<file path="src/rtl/f8rq_pkg.sv">
`timescale 1ns / 1ps
// Shared types, constants and queue entry layout for the FP8 E4M3 row quantizer.
// Depends on nothing; every other file of the block but the two interfaces imports it.
package f8rq_pkg;

    localparam int C_QDEPTH = 2;

    // Significand of the float32 constant 1/448 (0x3b124925), with the hidden bit.
    localparam logic [23:0] C_INV448_SIG   = 24'h924925;
    localparam logic [31:0] C_MIN_SCALE    = 32'h2b8cbccc;
    localparam logic [31:0] C_F32_INF      = 32'h7f800000;
    localparam logic [31:0] C_FP8_MAX_BITS = 32'h43e00000;
    localparam logic [31:0] C_SUBN_LIMIT   = 32'h3c800000;
    localparam logic [31:0] C_RND_BIAS     = 32'h0007ffff;
    localparam logic [31:0] C_E4M3_REBIAS  = 32'h3c000000;
    localparam logic [6:0]  C_NAN_MAG      = 7'h7f;
    localparam logic [7:0]  C_EXP_MAX      = 8'hff;
    localparam logic [4:0]  C_DIV_STEPS    = 5'd26;

    typedef enum logic [1:0] {
        K_MEASURE,
        K_MEASURE_LAST,
        K_ENCODE
    } t_kind;

    typedef enum logic [1:0] {
        CLS_ZERO,
        CLS_NORM,
        CLS_INF,
        CLS_NAN
    } t_cls;

    typedef struct packed {
        t_kind       kind;
        t_cls        cls;
        logic        sign;
        logic [14:0] mag;
    } t_qent;

    typedef struct packed {
        logic        busy;
        logic [31:0] inv;
    } t_recip_st;

endpackage

</file>
<file path="src/rtl/f8rq_req_if.sv">
`timescale 1ns / 1ps
// Input channel of the FP8 E4M3 row quantizer: one bf16 element per beat.
// Depends on nothing.
interface f8rq_req_if;
    logic        valid;
    logic        ready;
    logic        req_type;
    logic [15:0] value;
    logic        last;

    modport source (output valid, req_type, value, last, input ready);
    modport sink (input valid, req_type, value, last, output ready);
endinterface

</file>
<file path="src/rtl/f8rq_res_if.sv">
`timescale 1ns / 1ps
// Output channel of the FP8 E4M3 row quantizer: one scale or one fp8 code per beat.
// Depends on nothing.
interface f8rq_res_if;
    logic        valid;
    logic        ready;
    logic        is_scale;
    logic [7:0]  code;
    logic [31:0] scale_bits;

    modport source (output valid, is_scale, code, scale_bits, input ready);
    modport sink (input valid, is_scale, code, scale_bits, output ready);
endinterface

</file>
<file path="src/rtl/f8rq_front.sv">
`timescale 1ns / 1ps
// Front end: accepts input beats and classifies each element into a queue entry.
// Depends on f8rq_pkg and f8rq_req_if.
module f8rq_front (
    f8rq_req_if.sink        i_req,
    input  logic            i_full,
    output logic            o_push,
    output f8rq_pkg::t_qent o_entry
);
    import f8rq_pkg::*;

    logic [7:0] w_exp;
    logic [6:0] w_man;
    logic       w_nan;

    assign i_req.ready = !i_full;
    assign o_push      = i_req.valid && !i_full;

    assign w_exp = i_req.value[14:7];
    assign w_man = i_req.value[6:0];
    assign w_nan = (w_exp == C_EXP_MAX) && (w_man != 7'd0);

    always_comb begin
        o_entry.sign = i_req.value[15];
        // A NaN counts as zero toward the row maximum.
        o_entry.mag  = (!i_req.req_type && w_nan) ? 15'd0 : i_req.value[14:0];
        if (i_req.req_type) begin
            o_entry.kind = K_ENCODE;
        end else if (i_req.last) begin
            o_entry.kind = K_MEASURE_LAST;
        end else begin
            o_entry.kind = K_MEASURE;
        end
        if (w_exp == 8'd0) begin
            o_entry.cls = CLS_ZERO;
        end else if (w_exp == C_EXP_MAX) begin
            o_entry.cls = w_nan ? CLS_NAN : CLS_INF;
        end else begin
            o_entry.cls = CLS_NORM;
        end
    end
endmodule

</file>
<file path="src/rtl/f8rq_fifo.sv">
`timescale 1ns / 1ps
// Small register queue that decouples the front end from the back end.
// Depends on f8rq_pkg for the entry type.
module f8rq_fifo #(
    parameter int DEPTH = f8rq_pkg::C_QDEPTH
) (
    input  logic            i_clk,
    input  logic            i_rst_n,
    input  logic            i_push,
    input  f8rq_pkg::t_qent i_data,
    output logic            o_full,
    input  logic            i_pop,
    output f8rq_pkg::t_qent o_data,
    output logic            o_empty
);
    import f8rq_pkg::*;

    localparam int AW = (DEPTH > 1) ? $clog2(DEPTH) : 1;
    localparam int CW = $clog2(DEPTH + 1);
    localparam logic [AW-1:0] LAST_IDX = AW'(DEPTH - 1);
    localparam logic [CW-1:0] FULL_CNT = CW'(DEPTH);

    t_qent         r_mem [DEPTH];
    logic [AW-1:0] r_wp;
    logic [AW-1:0] r_rp;
    logic [CW-1:0] r_cnt;

    assign o_full  = (r_cnt == FULL_CNT);
    assign o_empty = (r_cnt == '0);
    assign o_data  = r_mem[r_rp];

    always_ff @(posedge i_clk) begin
        if (!i_rst_n) begin
            r_wp  <= '0;
            r_rp  <= '0;
            r_cnt <= '0;
        end else begin
            if (i_push) begin
                r_mem[r_wp] <= i_data;
                r_wp        <= (r_wp == LAST_IDX) ? '0 : r_wp + 1'b1;
            end
            if (i_pop) begin
                r_rp <= (r_rp == LAST_IDX) ? '0 : r_rp + 1'b1;
            end
            if (i_push && !i_pop) begin
                r_cnt <= r_cnt + 1'b1;
            end else if (!i_push && i_pop) begin
                r_cnt <= r_cnt - 1'b1;
            end
        end
    end
endmodule

</file>
<file path="src/rtl/f8rq_recip.sv">
`timescale 1ns / 1ps
// Float32 reciprocal of the row scale: restoring division, one quotient bit per cycle.
// Depends on f8rq_pkg.
module f8rq_recip (
    input  logic                i_clk,
    input  logic                i_rst_n,
    input  logic                i_start,
    input  logic [31:0]         i_scale,
    output f8rq_pkg::t_recip_st o_st
);
    import f8rq_pkg::*;

    logic        r_busy;
    logic [4:0]  r_cnt;
    logic [24:0] r_rem;
    logic [25:0] r_q;
    logic [23:0] r_sig;
    logic [7:0]  r_es;
    logic [31:0] r_res;

    logic        w_ge;
    logic [24:0] w_diff;
    logic [24:0] n_rem;
    logic        w_inc;
    logic [7:0]  w_bexp;
    logic [30:0] w_rnd;
    logic [31:0] n_res;

    always_comb begin
        w_ge   = (r_rem >= {1'b0, r_sig});
        w_diff = w_ge ? (r_rem - {1'b0, r_sig}) : r_rem;
        n_rem  = {w_diff[23:0], 1'b0};
        // Quotient bit 25 is set only when the scale significand is exactly one.
        w_inc  = r_q[0] && ((r_rem != 25'd0) || r_q[1]);
        w_bexp = 8'd253 - r_es;
        w_rnd  = {w_bexp, r_q[23:1]} + {30'd0, w_inc};
        n_res  = r_q[25] ? {1'b0, 8'd254 - r_es, 23'd0} : {1'b0, w_rnd};
    end

    assign o_st.busy = r_busy;
    assign o_st.inv  = r_res;

    always_ff @(posedge i_clk) begin
        if (!i_rst_n) begin
            r_busy <= 1'b0;
        end else if (i_start) begin
            if (i_scale[30:23] == C_EXP_MAX) begin
                r_res  <= 32'd0;
                r_busy <= 1'b0;
            end else begin
                r_busy <= 1'b1;
                r_cnt  <= 5'd0;
                r_rem  <= 25'h0800000;
                r_q    <= 26'd0;
                r_sig  <= {1'b1, i_scale[22:0]};
                r_es   <= i_scale[30:23];
            end
        end else if (r_busy) begin
            if (r_cnt < C_DIV_STEPS) begin
                r_q   <= {r_q[24:0], w_ge};
                r_rem <= n_rem;
                r_cnt <= r_cnt + 5'd1;
            end else begin
                r_res  <= n_res;
                r_busy <= 1'b0;
            end
        end
    end
endmodule

</file>
<file path="src/rtl/f8rq_back.sv">
`timescale 1ns / 1ps
// Back end: row maximum, scale product and clamp, and the bf16 to e4m3fn encode path.
// Depends on f8rq_pkg, f8rq_res_if and the status of f8rq_recip.
module f8rq_back (
    input  logic                i_clk,
    input  logic                i_rst_n,
    input  f8rq_pkg::t_qent     i_entry,
    input  logic                i_empty,
    output logic                o_pop,
    output logic                o_recip_start,
    output logic [31:0]         o_recip_scale,
    input  f8rq_pkg::t_recip_st i_recip,
    f8rq_res_if.source          o_res
);
    import f8rq_pkg::*;

    typedef enum logic [2:0] {
        ST_IDLE,
        ST_SCL_MUL,
        ST_RND,
        ST_SCL_CLAMP,
        ST_SCL_WAIT,
        ST_ENC_CVT
    } t_state;

    t_state             r_state;
    logic [14:0]        r_amax;
    logic [14:0]        r_smax;
    logic [31:0]        r_inv;
    logic [31:0]        r_prod;
    logic signed [9:0]  r_pexp;
    logic               r_zero;
    logic               r_inf;
    logic               r_nan;
    logic               r_sign;
    logic               r_is_enc;
    logic [30:0]        r_mag;
    logic [31:0]        r_scale;
    logic               r_out_valid;
    logic               r_is_scale;
    logic [7:0]         r_code;
    logic [31:0]        r_scale_bits;

    logic               w_slot_free;
    logic [14:0]        n_max;
    logic               w_inv_zero;
    logic [31:0]        n_eprod;
    logic signed [9:0]  n_epexp;
    logic [31:0]        n_sprod;
    logic signed [9:0]  n_spexp;
    logic               w_hi;
    logic [23:0]        w_m24;
    logic               w_rb;
    logic               w_st;
    logic               w_inc;
    logic signed [9:0]  w_rexp;
    logic [30:0]        n_mag;
    logic [31:0]        n_scale;
    logic [30:0]        w_m31;
    logic [7:0]         w_ce;
    logic               w_sub_ok;
    logic [4:0]         w_sh;
    logic [23:0]        w_sig24;
    logic [23:0]        w_sq;
    logic               w_srb;
    logic               w_sst;
    logic [3:0]         w_code_sub;
    logic [31:0]        w_u;
    logic [31:0]        w_un;
    logic [6:0]         w_mag7;
    logic [7:0]         n_code;

    assign w_slot_free = !r_out_valid || o_res.ready;
    assign o_pop       = (r_state == ST_IDLE) && !i_empty;

    assign o_res.valid      = r_out_valid;
    assign o_res.is_scale   = r_is_scale;
    assign o_res.code       = r_code;
    assign o_res.scale_bits = r_scale_bits;

    assign o_recip_start = (r_state == ST_SCL_CLAMP);
    assign o_recip_scale = n_scale;

    always_comb begin
        n_max      = (i_entry.mag > r_amax) ? i_entry.mag : r_amax;
        w_inv_zero = (r_inv[30:23] == 8'd0);
        n_eprod    = {24'd0, 1'b1, i_entry.mag[6:0]} * {8'd0, 1'b1, r_inv[22:0]};
        n_epexp    = $signed({2'b00, i_entry.mag[14:7]}) + $signed({2'b00, r_inv[30:23]})
                     - 10'sd127;
        n_sprod    = {24'd0, 1'b1, r_smax[6:0]} * {8'd0, C_INV448_SIG};
        n_spexp    = $signed({2'b00, r_smax[14:7]}) - 10'sd9;

        // Round the 32-bit significand product to float32, nearest even.
        w_hi   = r_prod[31];
        w_m24  = w_hi ? r_prod[31:8] : r_prod[30:7];
        w_rb   = w_hi ? r_prod[7] : r_prod[6];
        w_st   = w_hi ? (r_prod[6:0] != 7'd0) : (r_prod[5:0] != 6'd0);
        w_inc  = w_rb && (w_st || w_m24[0]);
        w_rexp = r_pexp + $signed({9'd0, w_hi});
        if (r_zero || w_rexp <= 10'sd0) begin
            n_mag = 31'd0;
        end else if (r_inf || w_rexp > 10'sd254) begin
            n_mag = C_F32_INF[30:0];
        end else begin
            n_mag = {w_rexp[7:0], w_m24[22:0]} + {30'd0, w_inc};
        end

        n_scale = (r_mag > C_MIN_SCALE[30:0]) ? {1'b0, r_mag} : C_MIN_SCALE;

        // e4m3fn conversion of the saturated magnitude. Below 2^-10 everything rounds
        // to zero, so the subnormal shifter only covers exponents from 117 up.
        w_m31      = (r_mag > C_FP8_MAX_BITS[30:0]) ? C_FP8_MAX_BITS[30:0] : r_mag;
        w_ce       = w_m31[30:23];
        w_sub_ok   = (w_ce >= 8'd117);
        w_sh       = w_sub_ok ? 5'(8'd141 - w_ce) : 5'd24;
        w_sig24    = {1'b1, w_m31[22:0]};
        w_sq       = w_sig24 >> w_sh;
        w_srb      = w_sig24[w_sh - 5'd1];
        w_sst      = (w_sig24 & ((24'd1 << (w_sh - 5'd1)) - 24'd1)) != 24'd0;
        w_code_sub = {1'b0, w_sq[2:0]} + {3'd0, w_srb && (w_sst || w_sq[0])};
        w_u        = {1'b0, w_m31} + C_RND_BIAS + {31'd0, w_m31[20]};
        w_un       = w_u - C_E4M3_REBIAS;
        if (w_m31 < C_SUBN_LIMIT[30:0]) begin
            w_mag7 = w_sub_ok ? {3'd0, w_code_sub} : 7'd0;
        end else begin
            w_mag7 = w_un[26:20];
        end
        n_code = r_nan ? {r_sign, C_NAN_MAG} : {r_sign, w_mag7};
    end

    always_ff @(posedge i_clk) begin
        if (!i_rst_n) begin
            r_state     <= ST_IDLE;
            r_out_valid <= 1'b0;
            r_amax      <= 15'd0;
        end else begin
            if (r_out_valid && o_res.ready) begin
                r_out_valid <= 1'b0;
            end
            unique case (r_state)
                ST_IDLE: begin
                    if (!i_empty) begin
                        unique case (i_entry.kind)
                            K_MEASURE: begin
                                r_amax <= n_max;
                            end
                            K_MEASURE_LAST: begin
                                r_amax  <= 15'd0;
                                r_smax  <= n_max;
                                r_state <= ST_SCL_MUL;
                            end
                            K_ENCODE: begin
                                r_prod   <= n_eprod;
                                r_pexp   <= n_epexp;
                                r_zero   <= (i_entry.cls == CLS_ZERO) || w_inv_zero;
                                r_inf    <= (i_entry.cls == CLS_INF);
                                // Infinity times zero gives the default NaN, sign set.
                                r_nan    <= (i_entry.cls == CLS_NAN) ||
                                            ((i_entry.cls == CLS_INF) && w_inv_zero);
                                r_sign   <= ((i_entry.cls == CLS_INF) && w_inv_zero) ?
                                            1'b1 : i_entry.sign;
                                r_is_enc <= 1'b1;
                                r_state  <= ST_RND;
                            end
                            default: begin
                                r_state <= ST_IDLE;
                            end
                        endcase
                    end
                end
                ST_SCL_MUL: begin
                    r_prod   <= n_sprod;
                    r_pexp   <= n_spexp;
                    r_zero   <= (r_smax[14:7] == 8'd0);
                    r_inf    <= (r_smax[14:7] == C_EXP_MAX);
                    r_nan    <= 1'b0;
                    r_sign   <= 1'b0;
                    r_is_enc <= 1'b0;
                    r_state  <= ST_RND;
                end
                ST_RND: begin
                    r_mag   <= n_mag;
                    r_state <= r_is_enc ? ST_ENC_CVT : ST_SCL_CLAMP;
                end
                ST_SCL_CLAMP: begin
                    r_scale <= n_scale;
                    r_state <= ST_SCL_WAIT;
                end
                ST_SCL_WAIT: begin
                    if (!i_recip.busy && w_slot_free) begin
                        r_inv        <= i_recip.inv;
                        r_out_valid  <= 1'b1;
                        r_is_scale   <= 1'b1;
                        r_code       <= 8'd0;
                        r_scale_bits <= r_scale;
                        r_state      <= ST_IDLE;
                    end
                end
                ST_ENC_CVT: begin
                    if (w_slot_free) begin
                        r_out_valid  <= 1'b1;
                        r_is_scale   <= 1'b0;
                        r_code       <= n_code;
                        r_scale_bits <= 32'd0;
                        r_state      <= ST_IDLE;
                    end
                end
                default: begin
                    r_state <= ST_IDLE;
                end
            endcase
        end
    end
endmodule

</file>
<file path="src/rtl/fp8_e4m3_row_quantizer_core.sv">
`timescale 1ns / 1ps
// Per-row absmax quantizer from bf16 to FP8 E4M3FN with a float32 row scale.
// An encode beat gives its code from state ST_ENC_CVT; a measure beat that
// is not last gives no result; the last one gives the scale when the divider is done.
// Throughput: one measure beat per cycle while the back end idles; an encode beat holds the
// back end through ST_RND and ST_ENC_CVT; a row end holds it until the divider is done.
// Reset is synchronous, active low: it clears the queue, the row maximum and the output.
//
// Depends on f8rq_pkg, f8rq_req_if, f8rq_res_if, f8rq_front, f8rq_fifo, f8rq_recip
// and f8rq_back.
//
// Structure. The front end classifies each beat (measure, measure with last, encode) and
// flags zero, infinity and NaN. A small queue holds the classified beats, so the input
// keeps flowing while the back end works. The back end keeps the running maximum as a
// 15-bit magnitude, since positive floats order like integers. At the row end it
// multiplies the maximum by the significand of 1/448, rounds to float32, clamps at 1e-12
// and starts the reciprocal unit. The scale beat leaves together with the update of the
// kept inverse scale, so a following encode beat always sees the new value.
// Encode beats are multiplied by the inverse scale, rounded to float32, saturated at 448
// and rounded to e4m3fn, with subnormal codes below 2^-6.
// The inverse scale has no reset value: encoding before the first row end gives codes
// from an unwritten register.
module fp8_e4m3_row_quantizer_core #(
    parameter int QDEPTH = f8rq_pkg::C_QDEPTH
) (
    input  logic       i_clk,
    input  logic       i_rst_n,
    f8rq_req_if.sink   i_req,
    f8rq_res_if.source o_res
);
    import f8rq_pkg::*;

    t_qent       w_push_entry;
    t_qent       w_head_entry;
    logic        w_push;
    logic        w_pop;
    logic        w_full;
    logic        w_empty;
    logic        w_recip_start;
    logic [31:0] w_recip_scale;
    t_recip_st   w_recip_st;

    f8rq_front u_front (
        .i_req   (i_req),
        .i_full  (w_full),
        .o_push  (w_push),
        .o_entry (w_push_entry)
    );

    f8rq_fifo #(
        .DEPTH (QDEPTH)
    ) u_fifo (
        .i_clk   (i_clk),
        .i_rst_n (i_rst_n),
        .i_push  (w_push),
        .i_data  (w_push_entry),
        .o_full  (w_full),
        .i_pop   (w_pop),
        .o_data  (w_head_entry),
        .o_empty (w_empty)
    );

    f8rq_recip u_recip (
        .i_clk   (i_clk),
        .i_rst_n (i_rst_n),
        .i_start (w_recip_start),
        .i_scale (w_recip_scale),
        .o_st    (w_recip_st)
    );

    f8rq_back u_back (
        .i_clk         (i_clk),
        .i_rst_n       (i_rst_n),
        .i_entry       (w_head_entry),
        .i_empty       (w_empty),
        .o_pop         (w_pop),
        .o_recip_start (w_recip_start),
        .o_recip_scale (w_recip_scale),
        .i_recip       (w_recip_st),
        .o_res         (o_res)
    );
endmodule

</file>
<file path="src/flat_wrapper.sv">
// flat-port wrapper written by rule: the top's interface ports become plain ports
module fp8_e4m3_row_quantizer_core_flat import f8rq_pkg::*;
#(
    parameter int QDEPTH = f8rq_pkg::C_QDEPTH
)
  (i_clk, i_rst_n, i_req_valid, i_req_req_type, i_req_value, i_req_last, i_req_ready, o_res_valid, o_res_is_scale, o_res_code, o_res_scale_bits, o_res_ready);
  f8rq_req_if i_req_i ();
  f8rq_res_if o_res_i ();
  input  logic i_clk;
  input  logic i_rst_n;
  input wire logic [$bits(i_req_i.valid)-1:0] i_req_valid;
  input wire logic [$bits(i_req_i.req_type)-1:0] i_req_req_type;
  input wire logic [$bits(i_req_i.value)-1:0] i_req_value;
  input wire logic [$bits(i_req_i.last)-1:0] i_req_last;
  output wire logic [$bits(i_req_i.ready)-1:0] i_req_ready;
  output wire logic [$bits(o_res_i.valid)-1:0] o_res_valid;
  output wire logic [$bits(o_res_i.is_scale)-1:0] o_res_is_scale;
  output wire logic [$bits(o_res_i.code)-1:0] o_res_code;
  output wire logic [$bits(o_res_i.scale_bits)-1:0] o_res_scale_bits;
  input wire logic [$bits(o_res_i.ready)-1:0] o_res_ready;
  assign i_req_i.valid = i_req_valid;
  assign i_req_i.req_type = i_req_req_type;
  assign i_req_i.value = i_req_value;
  assign i_req_i.last = i_req_last;
  assign i_req_ready = i_req_i.ready;
  assign o_res_valid = o_res_i.valid;
  assign o_res_is_scale = o_res_i.is_scale;
  assign o_res_code = o_res_i.code;
  assign o_res_scale_bits = o_res_i.scale_bits;
  assign o_res_i.ready = o_res_ready;
  fp8_e4m3_row_quantizer_core #(.QDEPTH(QDEPTH)) u_core (.i_clk(i_clk), .i_rst_n(i_rst_n), .i_req(i_req_i), .o_res(o_res_i));
endmodule
</file>
<file path="config.mk">
export PLATFORM = sky130hd
export DESIGN_NAME = fp8_e4m3_row_quantizer_core_flat
export DESIGN_NICKNAME = d
export VERILOG_FILES = /design/src/rtl/f8rq_pkg.sv /design/src/rtl/f8rq_req_if.sv /design/src/rtl/f8rq_res_if.sv /design/src/rtl/f8rq_front.sv /design/src/rtl/f8rq_fifo.sv /design/src/rtl/f8rq_recip.sv /design/src/rtl/f8rq_back.sv /design/src/rtl/fp8_e4m3_row_quantizer_core.sv /design/src/flat_wrapper.sv
export SDC_FILE = /design/constraint.sdc
export NUM_CORES = 1
export LEC_CHECK = 0
export BUFFER_PORTS_ARGS = -buffer_cell sky130_fd_sc_hd__buf_2
export CAP_MARGIN = 10
export CORE_MARGIN = 2
export CORE_UTILIZATION = 35
export CTS_BUF_LIST = sky130_fd_sc_hd__clkbuf_8
export DETAILED_ROUTE_END_ITERATION = 8
export GPL_ROUTABILITY_DRIVEN = 0
export PLACE_DENSITY = 0.48
export SYNTH_ARGS = -nofsm -noshare
export SYNTH_HDL_FRONTEND = slang
export SYNTH_SLANG_ARGS = --single-unit
</file>
<file path="constraint.sdc">
create_clock -name i_clk -period 10.02 [get_ports i_clk]
set_clock_uncertainty 0.2 [all_clocks]
set_input_delay 1.503 -clock i_clk [delete_from_list [all_inputs] [get_ports i_clk]]
set_output_delay 1.503 -clock i_clk [all_outputs]
set_load 0.02 [all_outputs]
</file>
== Word level (Yosys, flattened, before mapping) ==
Memories as Yosys holds them, arrays and structs flattened. A register that Yosys moved wholly into a read port is not among the register bits.
Index checks and enable logic that the tools add are counted.
Storage, ports and cells
  bits of input ports: 22
  memory bits (read-only): 0
  memory bits (writable): 40
  output and inout port bits: 43
  register bits: 339
  bits in latches: 0
  memories: 1
  logic and storage cells: 237
Memories
  u_core.u_fifo.r_mem: words 2, bits a word 20, read ports 1, clocked after memory_dff 1, wr ports 1, line f8rq_fifo.sv:23  | t_qent r_mem [DEPTH];
Operators by class
  $mul: 2
  bitwise operators: 3
  reduce and logical (&&, ||, !) cells: 57
  shift operators: 2
  equal/unequal tests: 21
  divide/modulo/power cells: 0
  $add $sub $neg: 21
  $lt $le $gt $ge: 10
  muxes and demuxes: 92
Operators by type and width (number)
  $mux 31: 8
  $mux 32: 4
  $pmux 32 s2: 2
  $mux 26: 4
  $mux 25: 4
  $add 31x1->31: 2
  $mul 8x24->32: 1
  $mul 8x24->32 const B: 1
  $mux 1: 32
  $gt 31x30->1 const B: 1
  $gt 31x31->1 const B: 1
  $lt 31x30->1 const B: 1
  $mux 15: 2
  $pmux 15 s2: 1
  $add 27x1->27: 1
  $add 27x19->27 const B: 1
  $sub 27x27->27 const B: 1
  $ge 25x24->1: 1
  $mux 5: 5
  $reduce_bool 25->1: 1
  $and 24x24->24: 1
  $eq 8x8->1 const B: 3
  $logic_not 8->1: 3
  $mux 24: 1
  56 further kinds: 126

== Longest topological paths before layout ==
Gate-level depths: netlist (run 1).
  depth after elaboration: 17
  mapped depth: 25

== Cells and area by module ==
From an unflattened synthesis (run 1), not the netlist that was laid out.
Second synthesis, totals
  cell total of the unflattened synthesis: 2729
  area, all modules: 27996.9 µm²
By module, submodules not included
  f8rq_back: cells an instance 2010, instances 1, area an instance 19535.0 µm²
  f8rq_recip: cells an instance 602, instances 1, area an instance 6578.8 µm²
  f8rq_fifo: cells an instance 85, instances 1, area an instance 1657.8 µm²
  f8rq_front: cells an instance 32, instances 1, area an instance 225.2 µm²

== Worst setup path after synthesis (run 1) ==
OpenSTA, ideal clock, no wires.
  path kind: reg2reg
  start: register (tool-made name)
  end: register u_core.u_back.r_prod[27] (data pin)
  buffers on the path: 3
  library setup time: 267 ps
  arrival time: 5994 ps
  data required time: 9553 ps
  cell stages (with the launch flop): 21
  path slack: 3558 ps
  cells stage by stage: dfxtp_1 -> clkbuf_1 -> clkbuf_1 -> mux2i_1 -> inv_1 -> clkbuf_1 -> and2_1 -> fa_1 -> fa_1 -> fa_1 -> fa_1 -> ha_1 -> a21o_1 -> a21o_1 -> a21oi_1 -> o21ai_0 -> o41ai_1 -> o311ai_0 -> a31o_2 -> a211oi_1 -> o22ai_1
RTL lines
  end signal, assigned: line f8rq_back.sv:153  | r_prod <= n_eprod;
  end signal, assigned: line f8rq_back.sv:172  | r_prod <= n_sprod;
  end, declared: line f8rq_back.sv:30  | logic [31:0] r_prod;

==> results of run 1 <==
power by group:
group | leakage [nW] | switching (mW) | internal [mW]
sequential | 3.39 | 0.182 | 2.10
combinational | 7.83 | 3.01 | 2.05
clock | 0.766 | 0.703 | 0.800
total | 12.0 | 3.90 | 4.95
state kept, by name, indices dropped and copies added (netlist names), 10 cells and up, named ones only:
signal	count
u_core.u_fifo.r_mem	40
u_core.u_recip.r_res	31
u_core.u_back.o_res.scale_bits	31
u_core.u_back.r_amax	15
u_core.u_recip.r_sig	23
u_core.u_back.r_scale	31
u_core.u_back.r_mag	31
u_core.u_recip.r_q	26
u_core.u_recip.r_rem	24
u_core.u_back.r_pexp	10
u_core.u_back.r_smax	15
u_core.u_back.r_inv	31
u_core.u_back.r_prod	32
final cells by class:
cell class	count	area [um2]	area share, %
clock inverter	56	380.4	1.243
inverter	217	817.0	2.670
sequential	377	11070	36.18
tap	1050	1314	4.293
multi-input combinational	2041	15460	50.52
timing repair buffer	92	536.8	1.754
clock buffer	74	1018	3.328
antenna	2	5.005	0.01636
critical path, stage by stage (launching register included):
cell,delay (ns)
dfxtp_1,0.52
buf_4,0.33
mux2_2,0.60
and2_1,0.28
fa_1,0.45
fa_1,0.55
inv_1,0.05
fa_1,0.46
fa_1,0.54
inv_1,0.04
ha_1,0.29
o21ai_0,0.11
a21boi_0,0.16
o21a_1,0.19
o21ai_0,0.26
a21boi_0,0.21
o41ai_1,0.78
o311ai_0,0.37
a31oi_1,0.40
nand2_1,0.09
o2111ai_1,0.11
o21ai_0,0.10
per-layer routing:
| layer | routed length, um | share of wire [%] | track usage (%) | up-vias |
|---|---|---|---|---|
| met5 | 0 | 0 | 0 | - |
| met4 | 2696 | 3.5 | 7.003 | 0 |
| li1 | - | - | - | 9760 |
| met3 | 3406 | 4.5 | 2.799 | 162 |
| met1 | 34020 | 45 | 24.75 | 10050 |
| met2 | 35890 | 47 | 31.07 | 550 |
cell usage after synthesis (6+ instances only):
library cell  instances  area share, %
edfxtp_1            352             38
and2_1              248            5.6
nand2_1             227            3.1
inv_1               216            2.9
nor2_1              212            2.9
ha_1                164            7.4
a21oi_1             143            2.6
fa_1                143             10
o21ai_0              99            1.8
clkbuf_1             85            1.2
xnor2_1              83            2.6
nand3_1              78            1.4
xor2_1               64            2.0
mux2i_1              52            1.9
nor3_1               45           0.81
and3_1               36           0.81
nand2b_1             31           0.70
a21o_1               30           0.81
nor2b_1              30           0.68
mux2_2               28            1.1
nand4_1              28           0.63
o31ai_1              26           0.70
dfxtp_1              25            1.8
a211oi_1             24           0.65
a31oi_1              20           0.45
or3_1                18           0.41
o21a_1               17           0.46
nor4_1               16           0.36
a21boi_0             14           0.38
o211ai_1             12           0.32
o22ai_1              12           0.27
a31o_2               10           0.32
buf_1                10           0.14
nand3b_1             10           0.27
o21bai_1             10           0.27
a221oi_1              9           0.28
or2_2                 9           0.20
o221ai_1              7           0.22
buf_2                 6           0.11
kinds of logic (layout without fill, tap and decap cells):
kind of cell    count (synthesis)  count (layout)  synth area share [%]
fa+ha+maj                     307             307                 17.72
flops                         377             377                 39.92
other cells                     1               3               0.01352
compound gates                488             488                 11.42
simple gates                 1018            1018                 18.75
mux                            80              80                 3.014
buf+inv                       324             439                 4.516
xor+xnor                      147             147                 4.642
worst max-delay path by stage:
stage / end / slack (ns)
global placement: u_core.u_back.r_prod[29] / 2.74
detailed placement: u_core.u_back.r_prod[29] / 2.60
global route: u_core.u_back.r_prod[29] / 1.95
floorplan: u_core.u_back.r_prod[27] / 3.56
CTS: u_core.u_back.r_prod[29] / 2.57
finish: u_core.u_back.r_prod[29] / 2.61
==> results.toml, run 1 <==
[detailed_routing]
routed-via-count = 20520
drc = 0
ant_nets = 0
vias_per_cell = 5.249
drt_iter0_markers = 1590
firstDrtPassIters = 5
wl_um = 76010
wire_per_inst_um = 19.45

[sta]
fin_ws_ns = 2.614
finalCriticalPeriod_ns = 7.406
drv_slew = 0
fin_crit_sh_pct = 73.92
max_clock_freq_ghz = 0.1350
final.setup.tns_ns = 0
setup_viol = 0
grt_setup_unrepaired = "no"
maxSlewHeadroom_pct = 28.33
fin_hold_ws_ns = 0.2083
hold_violations = 0
tightest_slew_ns = 1.072

[power]
p_per_area_mw_per_mm2 = 289.1
p_leak_nw = 11.99
totalPowerFinal_mw = 8.848
vdd_ir_drop_max_mv = 0.2026

[global_route]
first_global_vias = 20920
grt_pass1_wl_um = 119400
grt_usage_pct = 18.72
grt_max_degree = 56
antenna_found_initial = 1
gr-total-overflow = 0

[clock_network]
holdBufCountCts = 0
clk_path_buf_depth = 3
htreeDepth = 3
clkTransAtPathRegs_ns = 0.06
cts_buffers = 73
insertion_delay_ns = 0.67
cts_setup_buffers = 0
cts_root_buf = "clkbuf_8"
cts_tree = "built"
post_cts_resized = 0
clock-sinks = 377

[synth]
yosys_warnings = 0
synth_edf_count = 352
yosysSeqAreaShare_pct = 39.92
netlist_area_mm2 = 0.02773
ys_seq_elements = 377
synthArstFlopShare_pct = 0
syn-num-nets = 3071
syn_avg_cell_area_um2 = 10.11
synth.distinct_cells = 84
synth_ff_type = "edfxtp_1"
netlist_instances = 2742

[setup_path]
ff2ff_setup_slack_ns = 2.61
required_ns = 10.19
end_kind = "flip-flop"
reg2reg_to = "u_core.u_back.r_prod[29]"
r2r_cells = 21
cp-start-kind = "flip-flop"
cp_max_fo = 26
crit_arrival_ns = 7.57
path_class = "reg -> reg"

[finish]
design_area_mm2 = 0.03060
n_fill_cell = 7757
area_delta_synth_final_pct = 10.34
fin_nets = 3131
final_cell_mix = "352 x edfxtp_1, 248 x and2_1, 231 x inv_1"
instances_no_fill = 3909
final_common_cell = "edfxtp_1"
layout-drive-gt1-share_pct = 9.135
finish.utilization_pct = 38.86

[floorplanning]
die-area_mm2 = 0.08150
io_pins = 65
chipWidth_um = 285.5
fp.coreArea_mm2 = 0.07874
start_util_pct = 35.22
die_height_um = 285.5
fp-row-count = 103

[worst_hold_path]
min_path_cells = 0
hold_path.class = "reg -> reg"
min_to = "u_core.u_back.r_inv[24]"
hold_start = "u_core.u_recip.r_res[24]"

[place]
dpl_cell_area_mm2 = 0.02919
dp.cells = 3776
pre_cts_slack_ns = 2.604
dp_hpwl_um = 56540
io_buffers = 63

[run]
drv_cap = 0

[outcome]
status = "completed"
Power figures use the tool's default switching activity.
==> run 2: changes to the inputs <==
Clock period 10.02 ns to 7.6 ns, I/O delays scaled along.
==> run 2 against run 1 <==
Sequential share of layout area decreased by 0.15 points. Critical endpoint is now u_core.u_back.r_prod[31]. Fmax is 5.9% higher. Wire length increased by 0.21%. Highest routed layer unchanged. Worst setup slack got worse by 2.0 ns. First-iteration DRC count is 19% lower. Hold slack got worse by 0.0093 ns. Via count increased by 0.24%. Largest power group unchanged. Die area unchanged. Non-clock buffer count is 12 higher. Cell area increased by 0.41%. Flip-flop and latch count unchanged.
==> results.toml, run 2 (synthesis results as in run 1) <==
[detailed_routing]
highest_layer = "met4"
wire_per_inst_um = 19.46
vias_per_cell = 5.254
drc = 0
wl_um = 76180
met1_length_um = 34630
firstDrtPassIters = 5
ant_nets = 0
wl_met3_um = 3798
routed-via-count = 20570
met2_length_um = 35270
drt_iter0_markers = 1290

[outcome]
status = "completed"

[global_route]
grt_usage_pct = 18.85
antenna_found_initial = 1
grt_pass1_wl_um = 120900
gr-total-overflow = 0
grt_max_degree = 56
first_global_vias = 20940

[clock_network]
cts_setup_buffers = 0
post_cts_resized = 0
clkTransAtPathRegs_ns = 0.06
htreeDepth = 3
holdBufCountCts = 0
clk_path_buf_depth = 3
cts_buffers = 69
clock-sinks = 377
cts_root_buf = "clkbuf_8"
cts_tree = "built"
insertion_delay_ns = 0.66

[sta]
setup_viol = 0
grt_setup_unrepaired = "no"
hold_violations = 0
fin_hold_ws_ns = 0.1990
tightest_slew_ns = 1.022
drv_slew = 0
maxSlewHeadroom_pct = 31.70
fin_ws_ns = 0.6058
finalCriticalPeriod_ns = 6.994
final.setup.tns_ns = 0
max_clock_freq_ghz = 0.1430
fin_crit_sh_pct = 92.03

[floorplanning]
chipWidth_um = 285.5
start_util_pct = 35.22
io_pins = 65
fp.coreArea_mm2 = 0.07874
die-area_mm2 = 0.08150
die_height_um = 285.5
fp-row-count = 103

[setup_path]
cpMostUsedCell = "fa_1"
slowest_stage = "o311ai_0"
ff2ff_setup_slack_ns = 0.61
cp-start-kind = "flip-flop"
end_kind = "flip-flop"
crit_arrival_ns = 7.28
cp_max_fo = 20
path_class = "reg -> reg"
cpPeakStageDelay_ns = 0.58
r2r_cells = 18
required_ns = 7.89
cp_cell_sequence = "buf_4, mux2_2, buf_4, and2_1, fa_1, fa_1, fa_1, fa_1, ha_1, nand3_1, nor3_1, a21boi_0, o41ai_1, buf_4, o311ai_0, a31oi_1, o41a_1, o22ai_1"
reg2reg_to = "u_core.u_back.r_prod[31]"

[finish]
instances_no_fill = 3915
regMostFlops = "u_core.u_fifo.r_mem"
finish.utilization_pct = 39.02
n_fill_cell = 7737
final_common_cell = "edfxtp_1"
multi_input_area_mm2 = 0.01546
layout-drive-gt1-share_pct = 9.682
design_area_mm2 = 0.03073
final_cell_mix = "352 x edfxtp_1, 248 x and2_1, 230 x inv_1"
area_delta_synth_final_pct = 10.80
largest_reg_flops = 40
fin_nets = 3139
regArea_mm2 = 0.01107
largestRegisters = "u_core.u_fifo.r_mem x40, u_core.u_back.r_prod x32"

[worst_hold_path]
min_to = "u_core.u_back.r_inv[30]"
hold_start = "u_core.u_recip.r_res[30]"
hold_path.class = "reg -> reg"
min_path_cells = 0

[place]
io_buffers = 63
dp.cells = 3787
dp_hpwl_um = 56820
dpl_cell_area_mm2 = 0.02927
pre_cts_slack_ns = 0.5447

[power]
p_per_area_mw_per_mm2 = 384.7
totalPowerFinal_mw = 11.82
p_leak_nw = 12.07
vdd_ir_drop_max_mv = 0.3558

[run]
drv_cap = 0
run 2: cell count changes in the layout (fill, tap and decap cells not counted):
cell,previous run,this run
buf_16,0,1
buf_4,28,39
bufinv_16,4,5
clkbuf_8,74,75
clkinv_1,21,10
clkinv_2,8,12
clkinv_4,1,0
clkinv_8,1,2
clkinvlp_4,2,0
diode_2,2,4
inv_1,231,230
run 2: routing by layer:
layer / track usage [%] / up-vias
li1: - / 9769
met1: 25.58 / 10090
met2: 30.70 / 565
met3: 2.967 / 148
met4: 6.414 / 0
met5: 0 / -
run 2: final cells by class:
type / count / share of cell area [%]
Sequential cell: 377 / 36.03
Antenna cell: 4 / 0.03258
Inverter: 217 / 2.659
Timing Repair Buffer: 104 / 2.105
Clock inverter: 47 / 1.230
Multi-Input combinational cell: 2041 / 50.31
Clock buffer: 75 / 3.359
Tap cell: 1050 / 4.276
run 2: worst max-delay path: cells and delay by family, from the launching register on:
kind | cells | cell delay (ns)
fa+ha+maj | 5 | 2.37
compound gates | 6 | 1.96
buf+inv | 3 | 0.73
simple gates | 3 | 0.63
mux | 1 | 0.50
flops | 1 | 0.44
run 2: worst max path at each step:
stage	from	slack, ns	endpoint
6_report	flip-flop	0.61	u_core.u_back.r_prod[31]
2_1_floorplan	flip-flop	1.14	u_core.u_back.r_prod[27]
3_5_place_dp	flip-flop	0.54	u_core.u_back.r_prod[31]
5_1_grt	flip-flop	0.08	u_core.u_back.r_prod[31]
3_3_place_gp	flip-flop	0.72	u_core.u_back.r_prod[31]
4_1_cts	flip-flop	0.51	u_core.u_back.r_prod[31]
run 2: power by group:
group          internal, mW  switching [mW]  total [mW]
clock network          1.10           0.917        2.01
logic                  2.73            4.07        6.80
registers              2.77           0.237        3.01
total                  6.60            5.22        11.8
